<file path="src/rtl/sfiw_pkg.sv">
package sfiw_pkg;

    // Default geometry of the flash part.
    localparam int PAGE_BYTES_DEF   = 256;
    localparam int SECTOR_BYTES_DEF = 4096;
    localparam int ADDR_BITS_DEF    = 24;

    // Fixed field widths.
    localparam int OFS_W   = 24;
    localparam int SIZE_W  = 16;
    localparam int VALID_W = 9;

    // Register reset values.
    localparam logic [15:0] MIN_SIZE_RST   = 16'd16;
    localparam logic [23:0] MAX_SIZE_RST   = 24'd1048576;
    localparam logic [23:0] FLASH_BASE_RST = 24'd0;
    localparam logic [15:0] IDLE_LIMIT_RST = 16'd3000;

    localparam logic [7:0]  PAD_BYTE = 8'hFF;
    localparam logic [15:0] IDLE_MAX = 16'hFFFF;

    // Register indexes.
    typedef enum logic [1:0] {
        REG_MIN_SIZE   = 2'd0,
        REG_MAX_SIZE   = 2'd1,
        REG_FLASH_BASE = 2'd2,
        REG_IDLE_LIMIT = 2'd3
    } reg_idx_t;

    typedef enum logic [1:0] {
        MODE_BEGIN    = 2'd0,
        MODE_CHUNK    = 2'd1,
        MODE_FINALIZE = 2'd2,
        MODE_TICK     = 2'd3
    } mode_t;

    typedef enum logic [1:0] {
        KIND_STATUS  = 2'd0,
        KIND_ERASE   = 2'd1,
        KIND_STAGED  = 2'd2,
        KIND_PROGRAM = 2'd3
    } kind_t;

    typedef enum logic [2:0] {
        ST_OK           = 3'd0,
        ST_INACTIVE     = 3'd1,
        ST_OUT_OF_ORDER = 3'd2,
        ST_OVERFLOW     = 3'd3,
        ST_BAD_SIZE     = 3'd4,
        ST_IDLE_ABORT   = 3'd5
    } status_t;

    typedef struct packed {
        logic [1:0]  mode;
        logic [23:0] size_or_offset;
        logic [7:0]  chunk_length;
        logic        chunk_start;
        logic [7:0]  data_byte;
    } item_t;

    typedef struct packed {
        logic [1:0]  kind;
        logic [2:0]  status;
        logic [23:0] flash_address;
        logic [7:0]  byte_value;
        logic [8:0]  valid_bytes;
        logic [23:0] accepted_count;
        logic        transfer_active;
        logic        last;
    } result_t;

endpackage

</file>
<file path="src/rtl/sequential_flash_image_writer.sv">
// Channel   Direction  Handshake                         Payload
// item      in         item_valid / item_ready           sfiw_pkg::item_t
// result    out        result_valid / result_ready       sfiw_pkg::result_t
// config    in         APB psel/penable/pwrite, pready=1 4 registers at 4*index
//
// An accepted item is decoded combinationally and its zero to four results are
// loaded into a four-entry result buffer, which drains one result a cycle
// while result_ready is high. A tick with no abort loads no results. The
// buffer drain sets the rate.
// item_ready is high while the buffer is empty or on its last result being
// taken. Reset clears all transfer state and returns the registers to their
// defaults; there is no clearing pass.
module sequential_flash_image_writer #(
    parameter int PAGE_BYTES   = sfiw_pkg::PAGE_BYTES_DEF,
    parameter int SECTOR_BYTES = sfiw_pkg::SECTOR_BYTES_DEF,
    parameter int ADDRESS_BITS = sfiw_pkg::ADDR_BITS_DEF
) (
    input  logic              clk,
    input  logic              rst_n,
    input  logic              item_valid,
    output logic              item_ready,
    input  sfiw_pkg::item_t   item,
    output logic              result_valid,
    input  logic              result_ready,
    output sfiw_pkg::result_t result,
    input  logic              psel,
    input  logic              penable,
    input  logic              pwrite,
    input  logic [3:0]        paddr,
    input  logic [31:0]       pwdata,
    output logic [31:0]       prdata,
    output logic              pready
);
    import sfiw_pkg::*;

    // Wide enough for flash base plus a full image plus one page and sector.
    localparam int EW  = OFS_W + 2;
    localparam int PFW = $clog2(PAGE_BYTES + 1);
    localparam logic [OFS_W-1:0] ADDR_MASK = (ADDRESS_BITS >= OFS_W) ?
        {OFS_W{1'b1}} : OFS_W'((64'd1 << ADDRESS_BITS) - 64'd1);

    // Configuration registers.
    logic [15:0] min_size_reg;
    logic [23:0] max_size_reg;
    logic [23:0] flash_base_reg;
    logic [15:0] idle_limit_reg;

    // Transfer state.
    logic             active_reg, active_next;
    logic             chunk_ok_reg, chunk_ok_next;
    logic [23:0]      image_size_reg, image_size_next;
    logic [23:0]      next_offset_reg, next_offset_next;
    logic [EW-1:0]    erased_end_reg, erased_end_next;
    logic [PFW-1:0]   page_fill_reg, page_fill_next;
    logic [15:0]      idle_ticks_reg, idle_ticks_next;

    // Result buffer.
    result_t          buf_reg [4];
    result_t          res [4];
    logic [2:0]       cnt_reg;
    logic [2:0]       pos_reg;
    logic [2:0]       res_cnt;

    logic cfg_write;
    logic item_fire;
    logic result_fire;

    assign pready    = 1'b1;
    assign cfg_write = psel && penable && pwrite;

    // Configuration writes.
    always_ff @(posedge clk or negedge rst_n)
    begin
        if (!rst_n)
        begin
            min_size_reg   <= MIN_SIZE_RST;
            max_size_reg   <= MAX_SIZE_RST;
            flash_base_reg <= FLASH_BASE_RST;
            idle_limit_reg <= IDLE_LIMIT_RST;
        end
        else if (cfg_write)
        begin
            case (reg_idx_t'(paddr[3:2]))
                REG_MIN_SIZE:   min_size_reg   <= pwdata[15:0];
                REG_MAX_SIZE:   max_size_reg   <= pwdata[23:0];
                REG_FLASH_BASE: flash_base_reg <= pwdata[23:0];
                REG_IDLE_LIMIT: idle_limit_reg <= pwdata[15:0];
                default:        min_size_reg   <= min_size_reg;
            endcase
        end
    end

    // Register read-back.
    always_comb
    begin
        case (reg_idx_t'(paddr[3:2]))
            REG_MIN_SIZE:   prdata = {16'd0, min_size_reg};
            REG_MAX_SIZE:   prdata = {8'd0, max_size_reg};
            REG_FLASH_BASE: prdata = {8'd0, flash_base_reg};
            REG_IDLE_LIMIT: prdata = {16'd0, idle_limit_reg};
            default:        prdata = 32'd0;
        endcase
    end

    // Handshakes.
    assign result_valid = (pos_reg < cnt_reg);
    assign result_fire  = result_valid && result_ready;
    assign item_ready   = !result_valid || (result_ready && (pos_reg == cnt_reg - 3'd1));
    assign item_fire    = item_valid && item_ready;

    // Builds one result entry with the shared fields left clear.
    function automatic result_t make_res(input kind_t k, input status_t s,
                                         input logic [EW-1:0] a,
                                         input logic [7:0] b,
                                         input logic [8:0] v);
        result_t r;
        r                 = '0;
        r.kind            = k;
        r.status          = s;
        r.flash_address   = a[OFS_W-1:0] & ADDR_MASK;
        r.byte_value      = b;
        r.valid_bytes     = v;
        return r;
    endfunction

    // Decode of one item into its state update and result list.
    logic [EW-1:0]  page_start;
    logic [EW-1:0]  stage_addr;
    logic           need_erase;
    logic [PFW-1:0] fill_inc;
    logic [15:0]    idle_inc;
    logic           chunk_over;
    logic           pre_status, post_status, do_stage, do_partial;
    status_t        st_code;

    always_comb
    begin
        page_start = {2'b00, flash_base_reg} + {2'b00, next_offset_reg}
                     - EW'(page_fill_reg);
        stage_addr = {2'b00, flash_base_reg} + {2'b00, next_offset_reg};
        need_erase = erased_end_reg < (page_start + EW'(PAGE_BYTES));
        fill_inc   = page_fill_reg + PFW'(1);
        idle_inc   = (idle_ticks_reg == IDLE_MAX) ? idle_ticks_reg
                                                  : idle_ticks_reg + 16'd1;
        chunk_over = ({1'b0, next_offset_reg} + 25'(item.chunk_length))
                     > {1'b0, image_size_reg};

        active_next      = active_reg;
        chunk_ok_next    = chunk_ok_reg;
        image_size_next  = image_size_reg;
        next_offset_next = next_offset_reg;
        erased_end_next  = erased_end_reg;
        page_fill_next   = page_fill_reg;
        idle_ticks_next  = idle_ticks_reg;

        pre_status  = 1'b0;
        post_status = 1'b0;
        do_stage    = 1'b0;
        do_partial  = 1'b0;
        st_code     = ST_OK;

        case (mode_t'(item.mode))
            MODE_BEGIN:
            begin
                pre_status = 1'b1;
                if ({8'd0, item.size_or_offset} < {16'd0, min_size_reg} ||
                    item.size_or_offset > max_size_reg)
                begin
                    st_code = ST_BAD_SIZE;
                end
                else
                begin
                    active_next      = 1'b1;
                    image_size_next  = item.size_or_offset;
                    next_offset_next = '0;
                    page_fill_next   = '0;
                    erased_end_next  = {2'b00, flash_base_reg};
                    idle_ticks_next  = '0;
                    chunk_ok_next    = 1'b0;
                end
            end
            MODE_CHUNK:
            begin
                if (item.chunk_start)
                begin
                    pre_status = 1'b1;
                    if (!active_reg)
                        st_code = ST_INACTIVE;
                    else if (item.size_or_offset != next_offset_reg)
                        st_code = ST_OUT_OF_ORDER;
                    else if (chunk_over)
                        st_code = ST_OVERFLOW;
                    else
                        st_code = ST_OK;
                    chunk_ok_next = (st_code == ST_OK);
                    if (st_code == ST_OK)
                    begin
                        idle_ticks_next = '0;
                        do_stage = (item.chunk_length != 8'd0);
                    end
                end
                else if (!active_reg)
                begin
                    pre_status = 1'b1;
                    st_code    = ST_INACTIVE;
                end
                else if (!chunk_ok_reg)
                begin
                    pre_status = 1'b1;
                    st_code    = ST_OUT_OF_ORDER;
                end
                else if (next_offset_reg >= image_size_reg)
                begin
                    pre_status = 1'b1;
                    st_code    = ST_OVERFLOW;
                end
                else
                begin
                    do_stage = 1'b1;
                end
            end
            MODE_FINALIZE:
            begin
                if (!active_reg)
                begin
                    pre_status = 1'b1;
                    st_code    = ST_INACTIVE;
                end
                else
                begin
                    do_partial    = (page_fill_reg != '0);
                    post_status   = 1'b1;
                    active_next   = 1'b0;
                    chunk_ok_next = 1'b0;
                end
            end
            default:
            begin
                if (active_reg)
                begin
                    idle_ticks_next = idle_inc;
                    if (idle_inc > idle_limit_reg)
                    begin
                        active_next    = 1'b0;
                        chunk_ok_next  = 1'b0;
                        page_fill_next = '0;
                        pre_status     = 1'b1;
                        st_code        = ST_IDLE_ABORT;
                    end
                end
            end
        endcase

        // Fill the result list in emission order.
        res[0]  = '0;
        res[1]  = '0;
        res[2]  = '0;
        res[3]  = '0;
        res_cnt = 3'd0;
        if (pre_status)
        begin
            res[res_cnt[1:0]] = make_res(KIND_STATUS, st_code, '0, 8'd0, 9'd0);
            res_cnt = res_cnt + 3'd1;
        end
        if (do_stage)
        begin
            res[res_cnt[1:0]] = make_res(KIND_STAGED, ST_OK, stage_addr,
                                         item.data_byte, 9'd0);
            res_cnt          = res_cnt + 3'd1;
            next_offset_next = next_offset_reg + 24'd1;
            page_fill_next   = fill_inc;
            idle_ticks_next  = '0;
        end
        if ((do_stage && fill_inc >= PFW'(PAGE_BYTES)) || do_partial)
        begin
            if (need_erase)
            begin
                res[res_cnt[1:0]] = make_res(KIND_ERASE, ST_OK, erased_end_reg,
                                             8'd0, 9'd0);
                res_cnt         = res_cnt + 3'd1;
                erased_end_next = erased_end_reg + EW'(SECTOR_BYTES);
            end
            res[res_cnt[1:0]] = make_res(KIND_PROGRAM, ST_OK, page_start, 8'd0,
                                         do_partial ? 9'(page_fill_reg)
                                                    : 9'(PAGE_BYTES));
            res_cnt        = res_cnt + 3'd1;
            page_fill_next = '0;
        end
        if (post_status)
        begin
            res[res_cnt[1:0]] = make_res(KIND_STATUS, ST_OK, '0, 8'd0, 9'd0);
            res_cnt = res_cnt + 3'd1;
        end

        // Shared fields reflect the state after the whole item.
        for (int i = 0; i < 4; i++)
        begin
            res[i].accepted_count  = next_offset_next;
            res[i].transfer_active = active_next;
        end
    end

    // State and result buffer control.
    always_ff @(posedge clk or negedge rst_n)
    begin
        if (!rst_n)
        begin
            active_reg      <= 1'b0;
            chunk_ok_reg    <= 1'b0;
            image_size_reg  <= '0;
            next_offset_reg <= '0;
            erased_end_reg  <= '0;
            page_fill_reg   <= '0;
            idle_ticks_reg  <= '0;
            cnt_reg         <= 3'd0;
            pos_reg         <= 3'd0;
        end
        else if (item_fire)
        begin
            active_reg      <= active_next;
            chunk_ok_reg    <= chunk_ok_next;
            image_size_reg  <= image_size_next;
            next_offset_reg <= next_offset_next;
            erased_end_reg  <= erased_end_next;
            page_fill_reg   <= page_fill_next;
            idle_ticks_reg  <= idle_ticks_next;
            cnt_reg         <= res_cnt;
            pos_reg         <= 3'd0;
        end
        else if (result_fire)
        begin
            pos_reg <= pos_reg + 3'd1;
        end
    end

    // Buffer payload.
    always_ff @(posedge clk)
    begin
        if (item_fire)
        begin
            for (int i = 0; i < 4; i++)
                buf_reg[i] <= res[i];
        end
    end

    // Present the current entry, marking the final one of the item.
    always_comb
    begin
        result      = buf_reg[pos_reg[1:0]];
        result.last = (pos_reg == cnt_reg - 3'd1);
    end

endmodule
</file>
<file path="config.mk">
export PLATFORM = sky130hd
export DESIGN_NAME = sequential_flash_image_writer
export DESIGN_NICKNAME = d
export VERILOG_FILES = /design/src/rtl/sfiw_pkg.sv /design/src/rtl/sequential_flash_image_writer.sv
export SDC_FILE = /design/constraint.sdc
export NUM_CORES = 1
export LEC_CHECK = 0
export BUFFER_PORTS_ARGS = -buffer_cell sky130_fd_sc_hd__buf_2
export CAP_MARGIN = 0
export CORE_MARGIN = 10
export CORE_UTILIZATION = 30
export DETAILED_ROUTE_END_ITERATION = 6
export HOLD_SLACK_MARGIN = 0.06
export SYNTH_ARGS = -nofsm -noshare
export SYNTH_HDL_FRONTEND = slang
export SYNTH_SLANG_ARGS = --single-unit
</file>
<file path="constraint.sdc">
create_clock -name clk -period 12.4 [get_ports clk]
set_clock_uncertainty 0.15 [all_clocks]
set_input_delay 2.48 -clock clk [delete_from_list [all_inputs] [get_ports clk]]
set_output_delay 2.48 -clock clk [all_outputs]
set_load 0.01 [all_outputs]
</file>
==> run_summary.xml, run 1 <==
<?xml version="1.0" encoding="UTF-8"?>
<metrics>
  <group name="sta">
    <metric name="final-setup-viol-count" unit="">0</metric>
    <metric name="final_hold_viol_count" unit="">0</metric>
    <metric name="rsz0062_at_grt" unit="">false</metric>
    <metric name="fmax" unit="MHz">95.6</metric>
    <metric name="postLayoutSetupSlackWorst" unit="ns">1.94</metric>
    <metric name="totalNegativeSetupSlack" unit="ns">0</metric>
    <metric name="slew_viol_final" unit="">0</metric>
    <metric name="post-route-period-util" unit="%">84.4</metric>
    <metric name="period_needed" unit="ns">10.46</metric>
    <metric name="max_slew_margin" unit="%">20.7</metric>
    <metric name="worst-slew-pin-transition" unit="ns">1.19</metric>
  </group>
  <group name="yosys">
    <metric name="synthDominantCellAreaShare" unit="%">21.8</metric>
    <metric name="postSynthAreaPerCell" unit="um2">9.85</metric>
    <metric name="ys_ff_latch" unit="">371</metric>
    <metric name="combinational_family_with_the_most_area_after_synthesis" unit="">compound AO/OA/AOI/OAI gates</metric>
    <metric name="netlist_top_cells_area" unit="">sky130_fd_sc_hd__edfxtp_1 22%, sky130_fd_sc_hd__dfrtp_1 18%, sky130_fd_sc_hd__ha_1 9.6%</metric>
    <metric name="netlist_instances" unit="">2569</metric>
    <metric name="area_fraction_in_compound_gates_after_synthesis" unit="%">16.9</metric>
    <metric name="xor_xnor_cell_area_share_of_the_yosys_netlist" unit="%">3.99</metric>
    <metric name="ys_seq_area_share" unit="%">40.4</metric>
    <metric name="synth_warnings" unit="">0</metric>
    <metric name="synth_fa_ha_area_share" unit="%">9.95</metric>
    <metric name="synth.mux.area_fraction" unit="%">7.79</metric>
    <metric name="synth-main-ff-cell" unit="">sky130_fd_sc_hd__edfxtp_1</metric>
    <metric name="synth_enable_flop_cells" unit="">184</metric>
    <metric name="synth.lib_cells_used.distinct" unit="">95</metric>
    <metric name="asyncSetResetFlopFracSynth" unit="%">50.4</metric>
    <metric name="syn_area" unit="um2">25300</metric>
    <metric name="synth_top_cell_by_area" unit="">sky130_fd_sc_hd__edfxtp_1</metric>
    <metric name="synth-simple-area-share" unit="%">15.2</metric>
  </group>
  <group name="setup_path">
    <metric name="worst_path_most_repeated_cell" unit="">sky130_fd_sc_hd__ha_1</metric>
    <metric name="setup.reg_to_reg.worst_slack" unit="ns">1.94</metric>
    <metric name="worst_setup_path_end_kind" unit="">flop</metric>
    <metric name="worst_path_class_setup" unit="">flop to flop</metric>
    <metric name="worst_path_max_delay_cell" unit="">sky130_fd_sc_hd__o211ai_1</metric>
    <metric name="worst_r2r_endpoint" unit="">buf_reg[2][51]$_DFFE_PP_</metric>
    <metric name="critical_path.max_fanout" unit="">13</metric>
    <metric name="cp.arrival" unit="ns">10.65</metric>
    <metric name="startpoint_type" unit="">flop</metric>
    <metric name="critical_path.reg2reg.startpoint" unit="">next_offset_reg[0]$_DFFE_PN0P_</metric>
    <metric name="worst_ep_required_time" unit="ns">12.59</metric>
    <metric name="r2r_cells" unit="">31</metric>
    <metric name="critical_path.top_delay_family" unit="">compound AO/OA/AOI/OAI gates</metric>
    <metric name="worstPathBufferInverterCount" unit="">2</metric>
    <metric name="delay_of_the_slowest_cell_on_the_worst_path" unit="ns">0.66</metric>
  </group>
  <group name="grt">
    <metric name="antenna_found_initial" unit="">12</metric>
    <metric name="gr-total-overflow" unit="">0</metric>
    <metric name="grt_pass1_vias" unit="">19500</metric>
    <metric name="grt_first_pass_wirelength" unit="mm">122</metric>
    <metric name="pin_count_of_the_biggest_net_entering_global_routing" unit="">90</metric>
    <metric name="grt_usage" unit="%">16.4</metric>
  </group>
  <group name="clocking">
    <metric name="clk_lat_worst_skew" unit="ns">0.60</metric>
    <metric name="clock_tree_from_tritoncts" unit="">yes</metric>
    <metric name="cts_resized" unit="">0</metric>
    <metric name="cts.sinks" unit="">371</metric>
    <metric name="cts.reportedPaths.clkPinSlew" unit="ns">0.06</metric>
    <metric name="cts_post_setup_buffers_inserted" unit="">0</metric>
    <metric name="htree_num_levels" unit="">2</metric>
    <metric name="ctsLongestPathBuffers" unit="">3</metric>
    <metric name="root_buffer" unit="">sky130_fd_sc_hd__clkbuf_16</metric>
    <metric name="cts_buffers" unit="">43</metric>
    <metric name="cts_stage_hold_buffer_count" unit="">0</metric>
  </group>
  <group name="hold_path">
    <metric name="timing.hold.worst.start" unit="">idle_ticks_reg[7]$_DFFE_PN0P_</metric>
    <metric name="worst_hold_path.num_cells" unit="">2</metric>
    <metric name="timing.hold.worst.class" unit="">flop to flop</metric>
    <metric name="min_to" unit="">idle_ticks_reg[7]$_DFFE_PN0P_</metric>
  </group>
  <group name="power_and_ir_drop">
    <metric name="post-layout-total-power" unit="mW">6.39</metric>
    <metric name="pwr-share-seq" unit="%">33.2</metric>
    <metric name="cell_internal_pwr" unit="mW">3.74</metric>
    <metric name="comb_power_share" unit="%">44.0</metric>
    <metric name="vdd_ir_drop_max" unit="mV">0.141</metric>
    <metric name="power.switching_fraction" unit="%">41.5</metric>
    <metric name="net-switching-power" unit="mW">2.65</metric>
    <metric name="power_density" unit="nW/um2">223</metric>
    <metric name="static_leakage_power" unit="nW">12.0</metric>
    <metric name="clock_power_share" unit="%">22.8</metric>
  </group>
  <group name="detailed_routing">
    <metric name="starting_drt_drc_count" unit="">2072</metric>
    <metric name="wl_per_cell" unit="um">21.1</metric>
    <metric name="num_vias" unit="">20400</metric>
    <metric name="detail_route.first_pass.iterations" unit="">7</metric>
    <metric name="detail-route-antenna-nets" unit="">0</metric>
    <metric name="route.final.wire_length" unit="mm">80.5</metric>
    <metric name="drcViolationCount" unit="">0</metric>
    <metric name="viasPerCell" unit="">5.34</metric>
  </group>
  <group name="floorplanning">
    <metric name="fp.dieH" unit="um">310</metric>
    <metric name="num_rows" unit="">106</metric>
    <metric name="start_util" unit="%">30.2</metric>
    <metric name="core_area" unit="um2">83700</metric>
    <metric name="pin_count" unit="">193</metric>
    <metric name="dieArea" unit="um2">96400</metric>
    <metric name="fp.dieW" unit="um">310</metric>
  </group>
  <group name="placed_design">
    <metric name="dpl.cell_count" unit="">3737</metric>
    <metric name="post_dp_hpwl" unit="mm">59.7</metric>
    <metric name="pre_cts_slack" unit="ns">1.97</metric>
    <metric name="routabilityCongestion" unit="">0.879</metric>
    <metric name="place.port_buffers" unit="">173</metric>
  </group>
  <group name="flow_run">
    <metric name="maxCapViolations" unit="">0</metric>
  </group>
  <group name="final_layout">
    <metric name="design.final.nets" unit="">2933</metric>
    <metric name="instances_no_fill" unit="">3816</metric>
    <metric name="largest_register_ffs" unit="">184</metric>
    <metric name="final.fill_count" unit="">8490</metric>
    <metric name="drive_above_1_share" unit="%">16.9</metric>
    <metric name="area.growth.synth_to_final" unit="%">13.3</metric>
  </group>
  <group name="status">
    <metric name="run_status" unit="">finished, final reports clean</metric>
  </group>
</metrics>
-- synthesized netlist by cell type, types with 43 or more instances --
master and n:
sky130_fd_sc_hd__a21oi_1 139, sky130_fd_sc_hd__xor2_1 43, sky130_fd_sc_hd__nor2_1 165, sky130_fd_sc_hd__nand3_1 96, sky130_fd_sc_hd__clkbuf_1 115, sky130_fd_sc_hd__a21o_1 59
sky130_fd_sc_hd__nand2_1 233, sky130_fd_sc_hd__nor3_1 55, sky130_fd_sc_hd__dfrtp_1 178, sky130_fd_sc_hd__mux2_2 58, sky130_fd_sc_hd__xnor2_1 65, sky130_fd_sc_hd__mux4_2 51
sky130_fd_sc_hd__edfxtp_1 184, sky130_fd_sc_hd__ha_1 195, sky130_fd_sc_hd__inv_1 162, sky130_fd_sc_hd__o21ai_0 165
-- power groups by stage --
stage,Sequential [mW],Clock (mW),Combinational (mW)
global route,2.18,1.53,3.15
finish,2.12,1.46,2.81
global placement,2.13,0,2.79
detailed placement,2.14,0,2.83
CTS,2.12,1.48,2.84
floorplan,2.06,0,2.03
-- worst min-delay path: stages, from the launching register on --
cell,delay [ns]
sky130_fd_sc_hd__dfrtp_1,0.35
sky130_fd_sc_hd__nand2_1,0.05
sky130_fd_sc_hd__o21ai_0,0.06
-- layout make-up --
type                    count  area (um2)  area share [%]
diodes                      1        2.50         0.00872
clock buffers              46        1090            3.79
clock inverters            32         512            1.78
inverters                 165         627            2.18
multi-input cells        1859       13700            47.7
flip-flops and latches    371       10200            35.6
well taps                1134        1420            4.95
repair buffers            208        1140            3.96
-- per-stage QoR --
step | utilization [%] | area [um2] | hold slack [ns]
floorplan | - | 25300 | 0.300
global placement | 32.4 | 27100 | 0.317
detailed placement | 32.4 | 27100 | 0.322
CTS | 34.3 | 28700 | 0.335
global route | 34.3 | 28700 | 0.388
finish | 34.3 | 28700 | 0.335
-- how the worst max path moves through the flow --
stage	startpoint	end	slack [ns]	depth (start not counted)
4_1_cts	next_offset_reg[0]$_DFFE_PN0P_	buf_reg[2][52]$_DFFE_PP_	1.94	33
3_3_place_gp	item[9]	buf_reg[2][50]$_DFFE_PP_	2.05	29
2_1_floorplan	result_ready	active_reg$_DFFE_PN0P_	2.96	9
6_report	next_offset_reg[0]$_DFFE_PN0P_	buf_reg[2][51]$_DFFE_PP_	1.94	31
3_5_place_dp	item[9]	buf_reg[2][44]$_DFFE_PP_	1.97	29
5_1_grt	next_offset_reg[0]$_DFFE_PN0P_	buf_reg[2][51]$_DFFE_PP_	1.30	33
-- kinds of logic after synthesis --
family                     Yosys count
xor gates and xnor gates           112
AOI/OAI and AO/OA                  630
DFF                                371
adders and majority gates          199
other                                2
muxes                              126
and+or+nand+nor                    783
buffers and inverters              346
-- cell usage in the layout (no fill, tap or decap), types with 22 or more instances in the layout --
cell / synthesis / final
sky130_fd_sc_hd__nor2_1: 165 / 165
sky130_fd_sc_hd__xor2_1: 43 / 43
sky130_fd_sc_hd__xnor2_1: 65 / 65
sky130_fd_sc_hd__nand2b_1: 22 / 22
sky130_fd_sc_hd__buf_2: 13 / 172
sky130_fd_sc_hd__nor4_1: 24 / 24
sky130_fd_sc_hd__clkbuf_16: 0 / 43
sky130_fd_sc_hd__a22oi_1: 23 / 23
sky130_fd_sc_hd__dfrtp_1: 178 / 176
sky130_fd_sc_hd__a21o_1: 59 / 59
sky130_fd_sc_hd__buf_4: 34 / 35
sky130_fd_sc_hd__nand2_1: 233 / 232
sky130_fd_sc_hd__a21oi_1: 139 / 139
sky130_fd_sc_hd__nand4_1: 33 / 33
sky130_fd_sc_hd__ha_1: 195 / 195
sky130_fd_sc_hd__edfxtp_1: 184 / 184
sky130_fd_sc_hd__nand3_1: 96 / 96
sky130_fd_sc_hd__and2_1: 25 / 25
sky130_fd_sc_hd__and3_1: 37 / 37
sky130_fd_sc_hd__o21ai_0: 165 / 165
sky130_fd_sc_hd__inv_1: 162 / 161
sky130_fd_sc_hd__mux2_2: 58 / 58
sky130_fd_sc_hd__or3_1: 22 / 22
sky130_fd_sc_hd__mux4_2: 51 / 51
sky130_fd_sc_hd__nor3_1: 55 / 55
sky130_fd_sc_hd__a22o_1: 24 / 24
-- per-layer routing --
| metal | vias to the layer above | GRT usage (%) | part of all wire (%) |
|---|---|---|---|
| met1 | 9906 | 22.8 | 44 |
| met5 | - | 0 | 0.041 |
| met4 | 4 | 4.13 | 2.1 |
| li1 | 9569 | - | - |
| met3 | 122 | 3.01 | 8.5 |
| met2 | 788 | 25.9 | 46 |
Note: power is estimated with default switching activity, not from simulation.
==> run 2: changes to the inputs <==
--- a/config.mk
+++ b/config.mk
@@ -5,6 +5,7 @@
 export SDC_FILE = /design/constraint.sdc
 export NUM_CORES = 1
 export LEC_CHECK = 0
+export ABC_AREA = 1
 export BUFFER_PORTS_ARGS = -buffer_cell sky130_fd_sc_hd__buf_2
 export CAP_MARGIN = 0
 export CORE_MARGIN = 10
==> constraint.sdc (replaced) <==
create_clock -name clk -period 10.8 [get_ports clk]
set_clock_uncertainty 0.15 [all_clocks]
set_input_delay 2.16 -clock clk [delete_from_list [all_inputs] [get_ports clk]]
set_output_delay 2.16 -clock clk [all_outputs]
set_load 0.01 [all_outputs]
==> run_summary.xml, run 2 <==
<?xml version="1.0" encoding="UTF-8"?>
<metrics>
  <group name="status">
    <metric name="run_status" unit="">finished, final reports clean</metric>
  </group>
  <group name="final_layout">
    <metric name="finish.instance_area" unit="um2">30800</metric>
    <metric name="most-common-layout-cells" unit="">879 x sky130_fd_sc_hd__nand2_1, 416 x sky130_fd_sc_hd__o21ai_0, 408 x sky130_fd_sc_hd__inv_1</metric>
    <metric name="area.growth.synth_to_final" unit="%">12.7</metric>
    <metric name="post-route-util" unit="%">34.1</metric>
    <metric name="instances_no_fill" unit="">4985</metric>
    <metric name="layout_commonest_cell" unit="">sky130_fd_sc_hd__nand2_1</metric>
    <metric name="largest_register_ffs" unit="">184</metric>
    <metric name="drive_above_1_share" unit="%">11.6</metric>
    <metric name="design.final.nets" unit="">4054</metric>
  </group>
  <group name="floorplanning">
    <metric name="pin_count" unit="">193</metric>
    <metric name="fp.dieH" unit="um">322</metric>
    <metric name="num_rows" unit="">110</metric>
    <metric name="start_util" unit="%">30.3</metric>
    <metric name="dieArea" unit="um2">104000</metric>
    <metric name="core_area" unit="um2">90300</metric>
    <metric name="fp.dieW" unit="um">322</metric>
  </group>
  <group name="setup_path">
    <metric name="cp.arrival" unit="ns">9.28</metric>
    <metric name="startpoint_type" unit="">flop</metric>
    <metric name="worst_path_max_delay_cell" unit="">sky130_fd_sc_hd__xor2_1</metric>
    <metric name="worstSetupStartpoint" unit="">next_offset_reg[4]$_DFFE_PN0P_</metric>
    <metric name="delay_of_the_slowest_cell_on_the_worst_path" unit="ns">0.62</metric>
    <metric name="worst_setup_path_end_kind" unit="">flop</metric>
    <metric name="worst_ep_required_time" unit="ns">11.11</metric>
    <metric name="worst_path_most_repeated_cell" unit="">sky130_fd_sc_hd__nand2_1</metric>
    <metric name="worst_path_class_setup" unit="">flop to flop</metric>
    <metric name="critical_path.max_fanout" unit="">24</metric>
    <metric name="critical_path.reg2reg.startpoint" unit="">next_offset_reg[4]$_DFFE_PN0P_</metric>
  </group>
  <group name="clocking">
    <metric name="cts_stage_hold_buffer_count" unit="">0</metric>
    <metric name="cts.sinks" unit="">371</metric>
    <metric name="clock_tree_from_tritoncts" unit="">yes</metric>
    <metric name="ctsLongestPathBuffers" unit="">3</metric>
    <metric name="cts_post_setup_buffers_inserted" unit="">0</metric>
    <metric name="cts.reportedPaths.clkPinSlew" unit="ns">0.06</metric>
    <metric name="htree_num_levels" unit="">2</metric>
    <metric name="cts_resized" unit="">0</metric>
    <metric name="cts_buffers" unit="">45</metric>
    <metric name="root_buffer" unit="">sky130_fd_sc_hd__clkbuf_16</metric>
    <metric name="clk_lat_worst_skew" unit="ns">0.62</metric>
  </group>
  <group name="power_and_ir_drop">
    <metric name="net-switching-power" unit="mW">4.32</metric>
    <metric name="clock_power_share" unit="%">18.8</metric>
    <metric name="power.switching_fraction" unit="%">49.4</metric>
    <metric name="comb_power_share" unit="%">54.1</metric>
    <metric name="static_leakage_power" unit="nW">14.0</metric>
    <metric name="power_density" unit="nW/um2">284</metric>
    <metric name="post-layout-total-power" unit="mW">8.75</metric>
    <metric name="vdd_ir_drop_max" unit="mV">0.228</metric>
    <metric name="pwr-share-seq" unit="%">27.2</metric>
    <metric name="cell_internal_pwr" unit="mW">4.43</metric>
  </group>
  <group name="placed_design">
    <metric name="dpl.cell_count" unit="">4898</metric>
    <metric name="routabilityCongestion" unit="">0.937</metric>
    <metric name="place.port_buffers" unit="">173</metric>
    <metric name="post_dp_hpwl" unit="mm">71.0</metric>
    <metric name="post_dp_cell_area" unit="um2">29200</metric>
    <metric name="pre_cts_slack" unit="ns">1.68</metric>
  </group>
  <group name="yosys">
    <metric name="yosys.cell_count.top_type" unit="">sky130_fd_sc_hd__nand2_1</metric>
    <metric name="synthDominantCellAreaShare" unit="%">20.2</metric>
    <metric name="netlist_instances" unit="">3673</metric>
    <metric name="postSynthAreaPerCell" unit="um2">7.45</metric>
    <metric name="synth_enable_flop_cells" unit="">184</metric>
    <metric name="synth.top_cells.by_count" unit="">879 x sky130_fd_sc_hd__nand2_1, 416 x sky130_fd_sc_hd__o21ai_0, 410 x sky130_fd_sc_hd__inv_1</metric>
    <metric name="ys_ff_latch" unit="">371</metric>
    <metric name="synth-main-ff-cell" unit="">sky130_fd_sc_hd__edfxtp_1</metric>
    <metric name="netlist_top_cells_area" unit="">sky130_fd_sc_hd__edfxtp_1 20%, sky130_fd_sc_hd__dfrtp_1 16%, sky130_fd_sc_hd__nand2_1 12%</metric>
    <metric name="synth.lib_cells_used.distinct" unit="">64</metric>
    <metric name="synth_top_cell_by_area" unit="">sky130_fd_sc_hd__edfxtp_1</metric>
    <metric name="syn_area" unit="um2">27400</metric>
    <metric name="ys_seq_area_share" unit="%">37.3</metric>
    <metric name="synth_warnings" unit="">0</metric>
    <metric name="asyncSetResetFlopFracSynth" unit="%">50.4</metric>
  </group>
  <group name="detailed_routing">
    <metric name="drcViolationCount" unit="">0</metric>
    <metric name="detail_route.first_pass.iterations" unit="">6</metric>
    <metric name="starting_drt_drc_count" unit="">2540</metric>
    <metric name="num_vias" unit="">25300</metric>
    <metric name="route.final.wire_length" unit="mm">93.3</metric>
    <metric name="wl_per_cell" unit="um">18.7</metric>
    <metric name="detail-route-antenna-nets" unit="">0</metric>
    <metric name="viasPerCell" unit="">5.07</metric>
  </group>
  <group name="sta">
    <metric name="totalNegativeSetupSlack" unit="ns">0</metric>
    <metric name="period_needed" unit="ns">8.96</metric>
    <metric name="hold_slack" unit="ns">0.332</metric>
    <metric name="final_hold_viol_count" unit="">0</metric>
    <metric name="max_slew_margin" unit="%">29.0</metric>
    <metric name="worst-slew-pin-transition" unit="ns">1.06</metric>
    <metric name="post-route-period-util" unit="%">83.0</metric>
    <metric name="postLayoutSetupSlackWorst" unit="ns">1.84</metric>
    <metric name="rsz0062_at_grt" unit="">false</metric>
    <metric name="slew_viol_final" unit="">0</metric>
    <metric name="final-setup-viol-count" unit="">0</metric>
    <metric name="fmax" unit="MHz">112</metric>
  </group>
  <group name="hold_path">
    <metric name="timing.hold.worst.class" unit="">flop to flop</metric>
    <metric name="timing.hold.worst.start" unit="">idle_limit_reg[15]$_DFFE_PN0P_</metric>
  </group>
  <group name="grt">
    <metric name="grt_pass1_vias" unit="">23300</metric>
    <metric name="gr-total-overflow" unit="">0</metric>
    <metric name="grt_usage" unit="%">17.4</metric>
    <metric name="pin_count_of_the_biggest_net_entering_global_routing" unit="">118</metric>
    <metric name="antenna_found_initial" unit="">12</metric>
    <metric name="grt_first_pass_wirelength" unit="mm">141</metric>
  </group>
  <group name="flow_run">
    <metric name="maxCapViolations" unit="">0</metric>
  </group>
</metrics>
[run 2: cell type report]
class	count	area [um2]
Sequential cell	371	10200
Fill cell	9568	59500
Clock buffer	61	1250
Timing Repair Buffer	217	1200
Multi-Input combinational cell	2692	14600
Antenna cell	3	7.51
Clock inverter	23	368
Inverter	442	1670
Tap cell	1176	1470
[run 2: worst max-delay path: cells and delay by family (launching register included)]
family	cells	cell delay, ns
xor+xnor	2	1.13
fa+ha+maj	7	2.43
buf+inv	6	1.10
flops	1	0.56
simple gates	25	3.39
[run 2: power by group through the flow]
stage	logic, mW	clock network [mW]	registers (mW)
3_3_place_gp	4.63	0	2.39
6_report	4.73	1.64	2.38
3_5_place_dp	4.69	0	2.39
5_1_grt	5.28	1.73	2.42
2_1_floorplan	3.26	0	2.33
4_1_cts	4.70	1.67	2.37
[run 2: path summary, 6_finish.rpt]
kind | endpoint | slack (ns) | cells after the start
max | buf_reg[1][39]$_DFFE_PP_ | 1.84 | 40
min | idle_limit_reg[15]$_DFFE_PN0P_ | 0.33 | 2
max reg2reg | buf_reg[1][39]$_DFFE_PP_ | 1.84 | 40
min reg2reg | idle_limit_reg[15]$_DFFE_PN0P_ | 0.33 | 2
max in group asynchronous | pos_reg[0]$_DFFE_PN0P_ | 6.93 | 3
min in group asynchronous | idle_ticks_reg[14]$_DFFE_PN0P_ | 1.39 | 1
[run 2: cells by family (layout without fill, tap and decap cells)]
| family | count (synthesis) | after routing | share of synthesized area, % |
|---|---|---|---|
| AND/OR/NAND/NOR | 1704 | 1704 | 27.5 |
| other | 2 | 12 | 0.0274 |
| buffers and inverters | 617 | 743 | 9.23 |
| AO/OA/AOI/OAI | 673 | 673 | 13.2 |
| flip-flops | 371 | 371 | 37.3 |
| XOR/XNOR | 107 | 107 | 3.48 |
| adder cells (fa/ha/maj) | 199 | 199 | 9.21 |
[run 2: metal layers]
layer | vias to the layer above | wire length, um | part of all wire [%] | track usage (%)
met1 | 11800 | 42600 | 46 | 24.5
met2 | 1032 | 39900 | 43 | 26.6
li1 | 12300 | - | - | -
met3 | 159 | 8330 | 8.9 | 3.60
met4 | 10 | 2490 | 2.7 | 4.82
met5 | - | 58 | 0.062 | 0
